--- src/hdl/zbh_pkg.sv ---
// ----------------------------------------------------------------------------
// zbh_pkg
// Shared types and constants of the Zobrist board hash: board size, mixer
// constants and the state encodings of both sequencers.
// ----------------------------------------------------------------------------
package zbh_pkg;

    localparam int unsigned BOARD_SIZE = 64;

    localparam int unsigned KEY_W     = 64;
    localparam int unsigned HALF_W    = KEY_W / 2;
    localparam int unsigned SQUARE_W  = 7;
    localparam int unsigned PIECE_W   = 4;

    // Wide enough to compare a square against a board size of up to 128
    localparam int unsigned SQ_CMP_W  = SQUARE_W + 1;
    // Counter 2 + piece * BOARD_SIZE + square stays below 2^12 for every size
    localparam int unsigned COUNT_W   = 12;

    localparam logic [KEY_W-1:0]   MIX_MULT     = 64'h9FB21C651E98DF25;
    localparam int unsigned        ROT_A        = 49;
    localparam int unsigned        ROT_B        = 24;
    localparam int unsigned        SHIFT_1      = 35;
    localparam int unsigned        SHIFT_2      = 28;
    localparam logic [COUNT_W-1:0] COUNTER_BASE = 12'd2;
    localparam logic [KEY_W-1:0]   SIDE_COUNTER = 64'd1;

    typedef enum logic
    {
        MIX_IDLE,
        MIX_RUN
    } mix_state_t;

    typedef enum logic [1:0]
    {
        ST_IDLE,
        ST_ITEM_MIX,
        ST_SIDE_MIX,
        ST_FINISH
    } hash_state_t;

endpackage

--- src/hdl/zbh_mul32.sv ---
// ----------------------------------------------------------------------------
// zbh_mul32
// Shared 32 x 32 unsigned multiplier with a registered 64-bit product.
// ----------------------------------------------------------------------------
module zbh_mul32
(
    input  logic                          clk,
    input  logic [zbh_pkg::HALF_W-1:0]    a,
    input  logic [zbh_pkg::HALF_W-1:0]    b,
    output logic [zbh_pkg::KEY_W-1:0]     prod
);

    logic [zbh_pkg::KEY_W-1:0] prod_reg;

    always_ff @(posedge clk)
    begin
        prod_reg <= zbh_pkg::KEY_W'(a) * zbh_pkg::KEY_W'(b);
    end

    assign prod = prod_reg;

endmodule

--- src/hdl/zbh_mixer.sv ---
// ----------------------------------------------------------------------------
// zbh_mixer
// Rotate-xor-multiply mixer. Each 64-bit multiply by the constant is built
// from three 32 x 32 partial products on the shared multiplier, two passes
// per word.
// ----------------------------------------------------------------------------
module zbh_mixer
(
    input  logic                          clk,
    input  logic                          rst_n,
    input  logic                          start,
    input  logic [zbh_pkg::KEY_W-1:0]     start_value,
    output logic                          done,
    output logic [zbh_pkg::KEY_W-1:0]     result
);

    localparam logic [zbh_pkg::HALF_W-1:0] MULT_LO = zbh_pkg::MIX_MULT[zbh_pkg::HALF_W-1:0];
    localparam logic [zbh_pkg::HALF_W-1:0] MULT_HI =
        zbh_pkg::MIX_MULT[zbh_pkg::KEY_W-1:zbh_pkg::HALF_W];

    zbh_pkg::mix_state_t state_reg, state_next;
    logic [1:0]                  step_reg, step_next;
    logic                        pass_reg, pass_next;
    logic [zbh_pkg::KEY_W-1:0]   n_reg, n_next;
    logic [zbh_pkg::KEY_W-1:0]   acc_reg, acc_next;

    logic [zbh_pkg::HALF_W-1:0]  mul_a;
    logic [zbh_pkg::HALF_W-1:0]  mul_b;
    logic [zbh_pkg::KEY_W-1:0]   prod;
    logic [zbh_pkg::KEY_W-1:0]   premix;
    logic [zbh_pkg::KEY_W-1:0]   sum;
    logic [zbh_pkg::KEY_W-1:0]   shifted;

    zbh_mul32 u_mul
    (
        .clk  (clk),
        .a    (mul_a),
        .b    (mul_b),
        .prod (prod)
    );

    // Low 64 bits of n * C: lo*lo + ((lo*hi + hi*lo) << 32)
    assign mul_a = (step_reg == 2'd2) ? n_reg[zbh_pkg::KEY_W-1:zbh_pkg::HALF_W]
                                      : n_reg[zbh_pkg::HALF_W-1:0];
    assign mul_b = (step_reg == 2'd1) ? MULT_HI : MULT_LO;

    assign premix = start_value
                  ^ ((start_value << zbh_pkg::ROT_A)
                     | (start_value >> (zbh_pkg::KEY_W - zbh_pkg::ROT_A)))
                  ^ ((start_value << zbh_pkg::ROT_B)
                     | (start_value >> (zbh_pkg::KEY_W - zbh_pkg::ROT_B)));

    assign sum     = acc_reg + {prod[zbh_pkg::HALF_W-1:0], {zbh_pkg::HALF_W{1'b0}}};
    assign shifted = pass_reg ? (sum ^ (sum >> zbh_pkg::SHIFT_2))
                              : (sum ^ (sum >> zbh_pkg::SHIFT_1));

    assign result = shifted;

    always_ff @(posedge clk or negedge rst_n)
    begin
        if (!rst_n)
        begin
            state_reg <= zbh_pkg::MIX_IDLE;
            step_reg  <= 2'd0;
            pass_reg  <= 1'b0;
        end
        else
        begin
            state_reg <= state_next;
            step_reg  <= step_next;
            pass_reg  <= pass_next;
        end
    end

    always_ff @(posedge clk)
    begin
        n_reg   <= n_next;
        acc_reg <= acc_next;
    end

    always_comb
    begin
        state_next = state_reg;
        step_next  = step_reg;
        pass_next  = pass_reg;
        n_next     = n_reg;
        acc_next   = acc_reg;
        done       = 1'b0;

        unique case (state_reg)
            zbh_pkg::MIX_IDLE:
            begin
                if (start)
                begin
                    n_next     = premix;
                    step_next  = 2'd0;
                    pass_next  = 1'b0;
                    state_next = zbh_pkg::MIX_RUN;
                end
            end
            zbh_pkg::MIX_RUN:
            begin
                step_next = step_reg + 2'd1;
                unique case (step_reg)
                    2'd0:
                    begin
                    end
                    2'd1:
                    begin
                        acc_next = prod;
                    end
                    2'd2:
                    begin
                        acc_next = sum;
                    end
                    default:
                    begin
                        // Close the pass: fold in the last partial product and shift-xor
                        n_next    = shifted;
                        pass_next = ~pass_reg;
                        if (pass_reg)
                        begin
                            done = 1'b1;
                            // Take a chained start straight from the closing step
                            if (start)
                            begin
                                n_next = premix;
                            end
                            else
                            begin
                                state_next = zbh_pkg::MIX_IDLE;
                            end
                        end
                    end
                endcase
            end
            default:
            begin
                state_next = zbh_pkg::MIX_IDLE;
            end
        endcase
    end

endmodule

--- src/hdl/zobrist_board_hash.sv ---
// ----------------------------------------------------------------------------
// zobrist_board_hash
// Zobrist key of a board delivered one square per transaction.
// ----------------------------------------------------------------------------
// A board arrives one square per transaction; occupied squares inside the
// board XOR the word mix(2 + piece_code * BOARD_SIZE + square) into a 64-bit
// accumulator, and the transaction marked is_last adds mix(1) when white is to
// move, sends the key out and clears the accumulator. Words are computed on
// the fly by one mixer built around a single shared 32 x 32 multiplier: a word
// takes two multiply passes of three partial products, each closed by a fold.
// An empty or out-of-range square skips the mixer, a contributing square runs
// one word through it, and the last square adds any side word before the key
// is loaded. While a square is in work in_stall is high; the key sits in an
// output register, so the next board may start while it waits on out_stall.
// ----------------------------------------------------------------------------
module zobrist_board_hash
(
    input  logic                              clk,
    input  logic                              rst_n,

    input  logic                              in_valid,
    output logic                              in_stall,
    input  logic [zbh_pkg::SQUARE_W-1:0]      square,
    input  logic [zbh_pkg::PIECE_W-1:0]       piece_code,
    input  logic                              occupied,
    input  logic                              white_to_move,
    input  logic                              is_last,

    output logic                              out_valid,
    input  logic                              out_stall,
    output logic [zbh_pkg::KEY_W-1:0]         hash_key
);

    zbh_pkg::hash_state_t state_reg, state_next;
    logic                         last_reg, last_next;
    logic                         white_reg, white_next;
    logic [zbh_pkg::KEY_W-1:0]    acc_reg, acc_next;
    logic                         out_valid_reg, out_valid_next;
    logic [zbh_pkg::KEY_W-1:0]    hash_key_reg, hash_key_next;

    logic                         mix_start;
    logic [zbh_pkg::KEY_W-1:0]    mix_value;
    logic                         mix_done;
    logic [zbh_pkg::KEY_W-1:0]    mix_result;

    logic                         in_board;
    logic [zbh_pkg::COUNT_W-1:0]  counter;
    logic                         out_free;

    zbh_mixer u_mixer
    (
        .clk         (clk),
        .rst_n       (rst_n),
        .start       (mix_start),
        .start_value (mix_value),
        .done        (mix_done),
        .result      (mix_result)
    );

    assign in_board = zbh_pkg::SQ_CMP_W'(square) < zbh_pkg::SQ_CMP_W'(zbh_pkg::BOARD_SIZE);
    assign counter  = zbh_pkg::COUNTER_BASE
                    + zbh_pkg::COUNT_W'(piece_code) * zbh_pkg::COUNT_W'(zbh_pkg::BOARD_SIZE)
                    + zbh_pkg::COUNT_W'(square);
    assign out_free = !out_valid_reg || !out_stall;

    assign in_stall  = (state_reg != zbh_pkg::ST_IDLE);
    assign out_valid = out_valid_reg;
    assign hash_key  = hash_key_reg;

    always_ff @(posedge clk or negedge rst_n)
    begin
        if (!rst_n)
        begin
            state_reg     <= zbh_pkg::ST_IDLE;
            acc_reg       <= '0;
            out_valid_reg <= 1'b0;
        end
        else
        begin
            state_reg     <= state_next;
            acc_reg       <= acc_next;
            out_valid_reg <= out_valid_next;
        end
    end

    always_ff @(posedge clk)
    begin
        last_reg     <= last_next;
        white_reg    <= white_next;
        hash_key_reg <= hash_key_next;
    end

    always_comb
    begin
        state_next     = state_reg;
        last_next      = last_reg;
        white_next     = white_reg;
        acc_next       = acc_reg;
        hash_key_next  = hash_key_reg;
        out_valid_next = out_valid_reg && out_stall;
        mix_start      = 1'b0;
        mix_value      = zbh_pkg::SIDE_COUNTER;

        unique case (state_reg)
            zbh_pkg::ST_IDLE:
            begin
                if (in_valid)
                begin
                    last_next  = is_last;
                    white_next = white_to_move;
                    if (occupied && in_board)
                    begin
                        mix_start  = 1'b1;
                        mix_value  = zbh_pkg::KEY_W'(counter);
                        state_next = zbh_pkg::ST_ITEM_MIX;
                    end
                    else if (is_last && white_to_move)
                    begin
                        mix_start  = 1'b1;
                        state_next = zbh_pkg::ST_SIDE_MIX;
                    end
                    else if (is_last)
                    begin
                        state_next = zbh_pkg::ST_FINISH;
                    end
                end
            end
            zbh_pkg::ST_ITEM_MIX:
            begin
                if (mix_done)
                begin
                    acc_next = acc_reg ^ mix_result;
                    if (last_reg && white_reg)
                    begin
                        state_next = zbh_pkg::ST_SIDE_MIX;
                    end
                    else if (last_reg)
                    begin
                        state_next = zbh_pkg::ST_FINISH;
                    end
                    else
                    begin
                        state_next = zbh_pkg::ST_IDLE;
                    end
                end
            end
            zbh_pkg::ST_SIDE_MIX:
            begin
                if (mix_done)
                begin
                    acc_next   = acc_reg ^ mix_result;
                    state_next = zbh_pkg::ST_FINISH;
                end
            end
            zbh_pkg::ST_FINISH:
            begin
                // Hold the key until the output register frees up
                if (out_free)
                begin
                    hash_key_next  = acc_reg;
                    out_valid_next = 1'b1;
                    acc_next       = '0;
                    state_next     = zbh_pkg::ST_IDLE;
                end
            end
            default:
            begin
                state_next = zbh_pkg::ST_IDLE;
            end
        endcase

        // Chain the side word straight after the square's word
        if (state_reg == zbh_pkg::ST_ITEM_MIX && mix_done && last_reg && white_reg)
        begin
            mix_start = 1'b1;
            mix_value = zbh_pkg::SIDE_COUNTER;
        end
    end

endmodule
--- config.mk ---
export PLATFORM = sky130hd
export DESIGN_NAME = zobrist_board_hash
export DESIGN_NICKNAME = d
export VERILOG_FILES = /design/src/hdl/zbh_pkg.sv /design/src/hdl/zbh_mul32.sv /design/src/hdl/zbh_mixer.sv /design/src/hdl/zobrist_board_hash.sv
export SDC_FILE = /design/constraint.sdc
export NUM_CORES = 2
export LEC_CHECK = 0
export BUFFER_PORTS_ARGS = -buffer_cell sky130_fd_sc_hd__buf_2
export CORE_UTILIZATION = 40
export DETAILED_ROUTE_END_ITERATION = 12
export HOLD_SLACK_MARGIN = 0.06
export SLEW_MARGIN = 0
export SYNTH_ARGS = -nofsm -noshare
export SYNTH_HDL_FRONTEND = slang
export SYNTH_HIERARCHICAL = 1
export SYNTH_SLANG_ARGS = --single-unit
--- constraint.sdc ---
create_clock -name clk -period 13.2 [get_ports clk]
set_clock_uncertainty 0.05 [all_clocks]
set_input_delay 0.66 -clock clk [delete_from_list [all_inputs] [get_ports clk]]
set_output_delay 0.66 -clock clk [all_outputs]
set_load 0.05 [all_outputs]
## After elaboration in Yosys (flattened, before gate mapping)

Cells that the tools add are included.

- Flip-flop bits (word level): 329
- Input bits: 18
- Output and inout bits: 66
- Logic and storage cells: 108

- Add/subtract/negate cells: 4
- $mul: 1
- $lt $le $gt $ge: 1
- Equal/unequal tests: 13
- Muxes and demuxes: 45
- Bitwise gates (word level): 9
- Reduce and logical (&&, ||, !) cells: 23

Operators with widths:

| cell | number |
|---|---|
| $mux 64 | 8 |
| $pmux 64 s2 | 3 |
| $xor 64x64->64 | 3 |
| $add 64x64->64 | 1 |
| $mul 32x32->64 | 1 |
| $mux 32 | 2 |
| $or 64x24->64 | 1 |
| $or 64x49->64 | 1 |
| $xor 64x29->64 | 1 |
| $xor 64x36->64 | 1 |
| $mux 12 | 3 |
| $mux 2 | 10 |
| $mux 1 | 15 |
| $add 11x7->12 | 1 |
| $ne 2x2->1 const B | 6 |
| $add 2x10->11 const A | 1 |
| $pmux 2 s4 | 1 |
| $reduce_and 2->1 | 4 |
| $logic_and 1x1->1 | 7 |
| $lt 7x7->1 const B | 1 |
| $eq 2x2->1 const B | 3 |
| $reduce_bool 2->1 | 3 |
| $reduce_and 5->1 | 1 |
| $eq 2x1->1 const B | 2 |
| 12 further kinds | 16 |

## Longest topological paths before layout

- Word-level depth: 15
- Depth in mapped cells: 33
- Mapped depth without buffers: 30

## By module

Netlist, hierarchy kept.

Modules (own cells, without submodules):

| module | instances | cells an instance | area an instance (µm²) | sequential area each (µm²) |
|---|---|---|---|---|
| zbh_mul32 | 1 | 3755 | 34578.2 | 1281.2 |
| zbh_mixer | 1 | 981 | 10062.2 | 3943.8 |
| zobrist_board_hash | 1 | 420 | 5759.3 | 3658.5 |

## Worst setup path before layout

OpenSTA, ideal clock, no wires.

- Path kind: reg-to-reg
- From: register u_mixer.step_reg[0]
- To: register u_mixer.u_mul.prod_reg (netlist bit u_mixer/u_mul/prod[60])
- Setup time: 0.116 ns
- Arrival: 7.896 ns
- Required time: 13.034 ns
- Slack: 5.137 ns
- Stages on the path, launching flop included: 30
- Buffers on the path: 4
- Clock period less this slack: 8.063 ns
- Cells stage by stage: dfrtp_1 > inv_1 > ha_1 > clkbuf_1 > clkbuf_1 > mux2_2 > clkbuf_1 > nand2_1 > fa_1 > inv_1 > fa_1 > inv_1 > fa_1 > inv_1 > fa_1 > fa_1 > fa_1 > fa_1 > inv_1 > fa_1 > inv_1 > ha_1 > buf_2 > and3_1 > nand3_1 > or4_1 > o21ai_2 > a31oi_2 > or3_1 > o211a_1

- Cells in the longest elaborated chain, start to end: 3
- Elaborated cells on any way between the ends: 5
- Classes of those cells: 1 x mul; 2 x eq/ne; 2 x mux

RTL lines:

| what | RTL line | text |
|---|---|---|
| start, declared | zbh_mixer.sv:22 | `logic [1:0] step_reg, step_next;` |
| start signal, assigned | zbh_mixer.sv:70 | `step_reg <= step_next;` |
| $eq 2x2->1 | zbh_mixer.sv:43 | `assign mul_a = (step_reg == 2'd2) ? n_reg[zbh_pkg::KEY_W-1:zbh_pkg::HALF_W]` |
| $mux 32 | zbh_mixer.sv:43 |  |
| net u_mixer.mul_a (one bit) | zbh_mixer.sv:27 | `logic [zbh_pkg::HALF_W-1:0] mul_a;` |
| $mul 32x32->64 | zbh_mul32.sv:17 | `prod_reg <= zbh_pkg::KEY_W'(a) * zbh_pkg::KEY_W'(b);` |
| end signal, assigned | zbh_mul32.sv:17 |  |
| end, declared | zbh_mul32.sv:13 | `logic [zbh_pkg::KEY_W-1:0] prod_reg;` |

The timed path passes the listed nets, and every way through them passes these cells.
A chain may end at the register's enable or synchronous reset.

## Worst setup path in the final report

- From: register u_mixer.step_reg[0]
- To: register u_mixer.u_mul.prod_reg (netlist bit u_mixer/u_mul/prod[62])

Same word-level chain as after synthesis.

==> out/qor.csv <==
stage,metric,value,unit
grt,antenna_found_initial,10,
route,vias,35500,
route,via_per_inst,5.09,
finish,drive_above_1_share,0.0696,
sta,rsz0062_at_grt,false,
route,wl,144000,um
yosys,syn_inst,5156,
yosys,synth_area,0.0504,mm^2
placed_design,io_buffers,83,
clocking,root_buffer,clkbuf_16,
yosys,yosysTopAreaCell,fa_1,
clocking,path_clk_slew,0.06,ns
grt,grt_max_degree,103,
worst_setup_path,path_common_cell,fa_1,
yosys,synth.distinct_cells,91,
yosys,ys.flop_type,edfxtp_1,
route,drc,0,
finish,post-route-cell-area,0.0543,mm^2
run,cap_violations,0,
yosys,avgSynthCellArea,9.77,um^2
sta,setup_violations,0,
worst_setup_path,critPathKind,reg -> reg,
sta,worstMarginPinSlew,1.17,ns
route,drtAntennaViolNets,0,
worst_setup_path,crit_arrival,10.11,ns
die,pin_count,84,
die,die_h,357,um
status,status,"complete, no violations",
sta,fin_setup_tns,0,ns
placed_design,dp.cells,6902,
placed_design,gp_congestion,0.904,
sta,fmax,103,MHz
worst_setup_path,end_kind,register,
yosys,ys_warn_count,6,
grt,grt_overflow,0,
grt,grt_pass1_vias,37300,
worst_setup_path,crit_slowest_cell,mux2_2,
die,std_cell_rows,129,
finish,layout.nets,6524,
clocking,cts_tree,yes,
sta,hold_viol,0,
grt,grt_pass1_wl,224000,um
finish,area_growth,7.65,%
hold_path,whs_path_depth,1,
sta,finalCritPeriodShare,0.736,
sta,min_period,9.72,ns
yosys,synth_edf_count,194,
placed_design,place_ws,3.59,ns
yosys,synth_top_area_frac,0.356,
clocking,htree_levels,2,
worst_setup_path,crit_required,13.59,ns
worst_setup_path,reg2regPathDepth,28,
die,start_util,0.406,
finish,instances_no_fill,6973,
yosys,async_reset_ff_frac,0.216,
clocking,cts_setup_buffers,0,
die,dieArea,0.127,mm^2
yosys,yosys-top-cells-area,"fa_1, edfxtp_1, ha_1",
clocking,insertion_delay,0.55,ns
sta,slew_headroom,0.217,
clocking,clk_path_buf_depth,3,
route,drt_first_pass_iters,6,
sta,slew_viol_final,0,
yosys,seq_area_frac_synth,0.176,
yosys,synth_seq_cells,329,
placed_design,hpwlAfterDp,113000,um
yosys,synth.most_common_cell,fa_1,
die,die_w,357,um
worst_setup_path,regToRegSetupSlack,3.48,ns
worst_setup_path,slowest_delay,0.81,ns
clocking,cts_sinks,329,
yosys,synth_common_cells,"fa_1, inv_1, and2_1",
hold_path,hold_path.class,in -> reg,
placed_design,placed_cell_area,0.0530,mm^2
grt,grt_usage,0.232,
clocking,cts_resized,0,
clocking,cts_buffers,36,
route,drt_iter0_drc,2663,
sta,layout_setup_ws,3.48,ns
worst_setup_path,worst-path-max-fanout,68,
die,core,0.124,mm^2
worst_setup_path,crit_path_start_kind,register,
route,wire_per_inst,20.7,um
[final cells by class]
type | instances | area [um^2]
fill | 12200 | 70000
multi-input combinational | 3916 | 38000
sequential | 329 | 8880
inverter | 893 | 3350
tap | 1637 | 2050
clock buffer | 47 | 982
timing repair buffer | 128 | 758
clock inverter | 19 | 238
antenna | 4 | 10.0
[through the flow]
stage	utilization	hold slack, ns
after floorplan	-	0.314
after global placement	0.427	0.404
after detailed placement	0.427	0.404
after CTS	0.436	0.259
after global routing	0.436	0.275
final	0.437	0.287
[worst max-delay path, delay by kind of cell (launching register included)]
| family | cells | cell delay [ns] |
|---|---|---|
| buffers and inverters | 7 | 0.88 |
| DFF | 1 | 0.45 |
| and+or+nand+nor | 2 | 0.30 |
| muxes | 1 | 0.81 |
| adders and majority gates | 10 | 4.94 |
| AOI/OAI and AO/OA | 8 | 2.00 |
[routing by layer]
layer	global-route usage	vias up	routed length, um
met3	0.0208	210	7390
li1	-	15900	-
met5	0	-	27
met2	0.388	1044	69800
met1	0.321	18300	62800
met4	0.0636	4	4370
[cells by family (layout without fill, tap and decap cells)]
family / after synthesis / count (layout) / share of synthesized area
xor gates and xnor gates: 309 / 309 / 0.0537
and+or+nand+nor: 1609 / 1609 / 0.167
buffers and inverters: 1177 / 1087 / 0.0912
adders and majority gates: 1202 / 1202 / 0.432
muxes: 96 / 96 / 0.0211
other: 3 / 273 / 0.000223
DFF: 329 / 329 / 0.176
AOI/OAI and AO/OA: 431 / 431 / 0.0586
[final timing paths]
check / startpoint / end
min in group asynchronous: rst_n / acc_reg[52]
worst max register to register: u_mixer/step_reg[0] / u_mixer/u_mul/prod[62]
worst min register to register: acc_reg[13] / hash_key[13]
worst max-delay path: u_mixer/step_reg[0] / u_mixer/u_mul/prod[62]
max in group asynchronous: rst_n / acc_reg[34]
worst min-delay path: white_to_move / white_reg
[cells in the final DEF, fill, tap and decap left out, types with 138 or more instances in the layout]
master,count
and2_1,607
conb_1,269
edfxtp_1,194
fa_1,897
ha_1,303
inv_1,891
nand2_1,572
nor2_1,151
xnor2_1,171
xor2_1,138
[repair_timing]
action                                  CTS  global route
hold buffers                              1             0
endpoints found under the setup margin    0             0
endpoints found under the hold margin    10             0
Power is left out: the tool's default activity adds up to more than one toggle a clock period on the data nets, which glitch-free logic cannot reach.
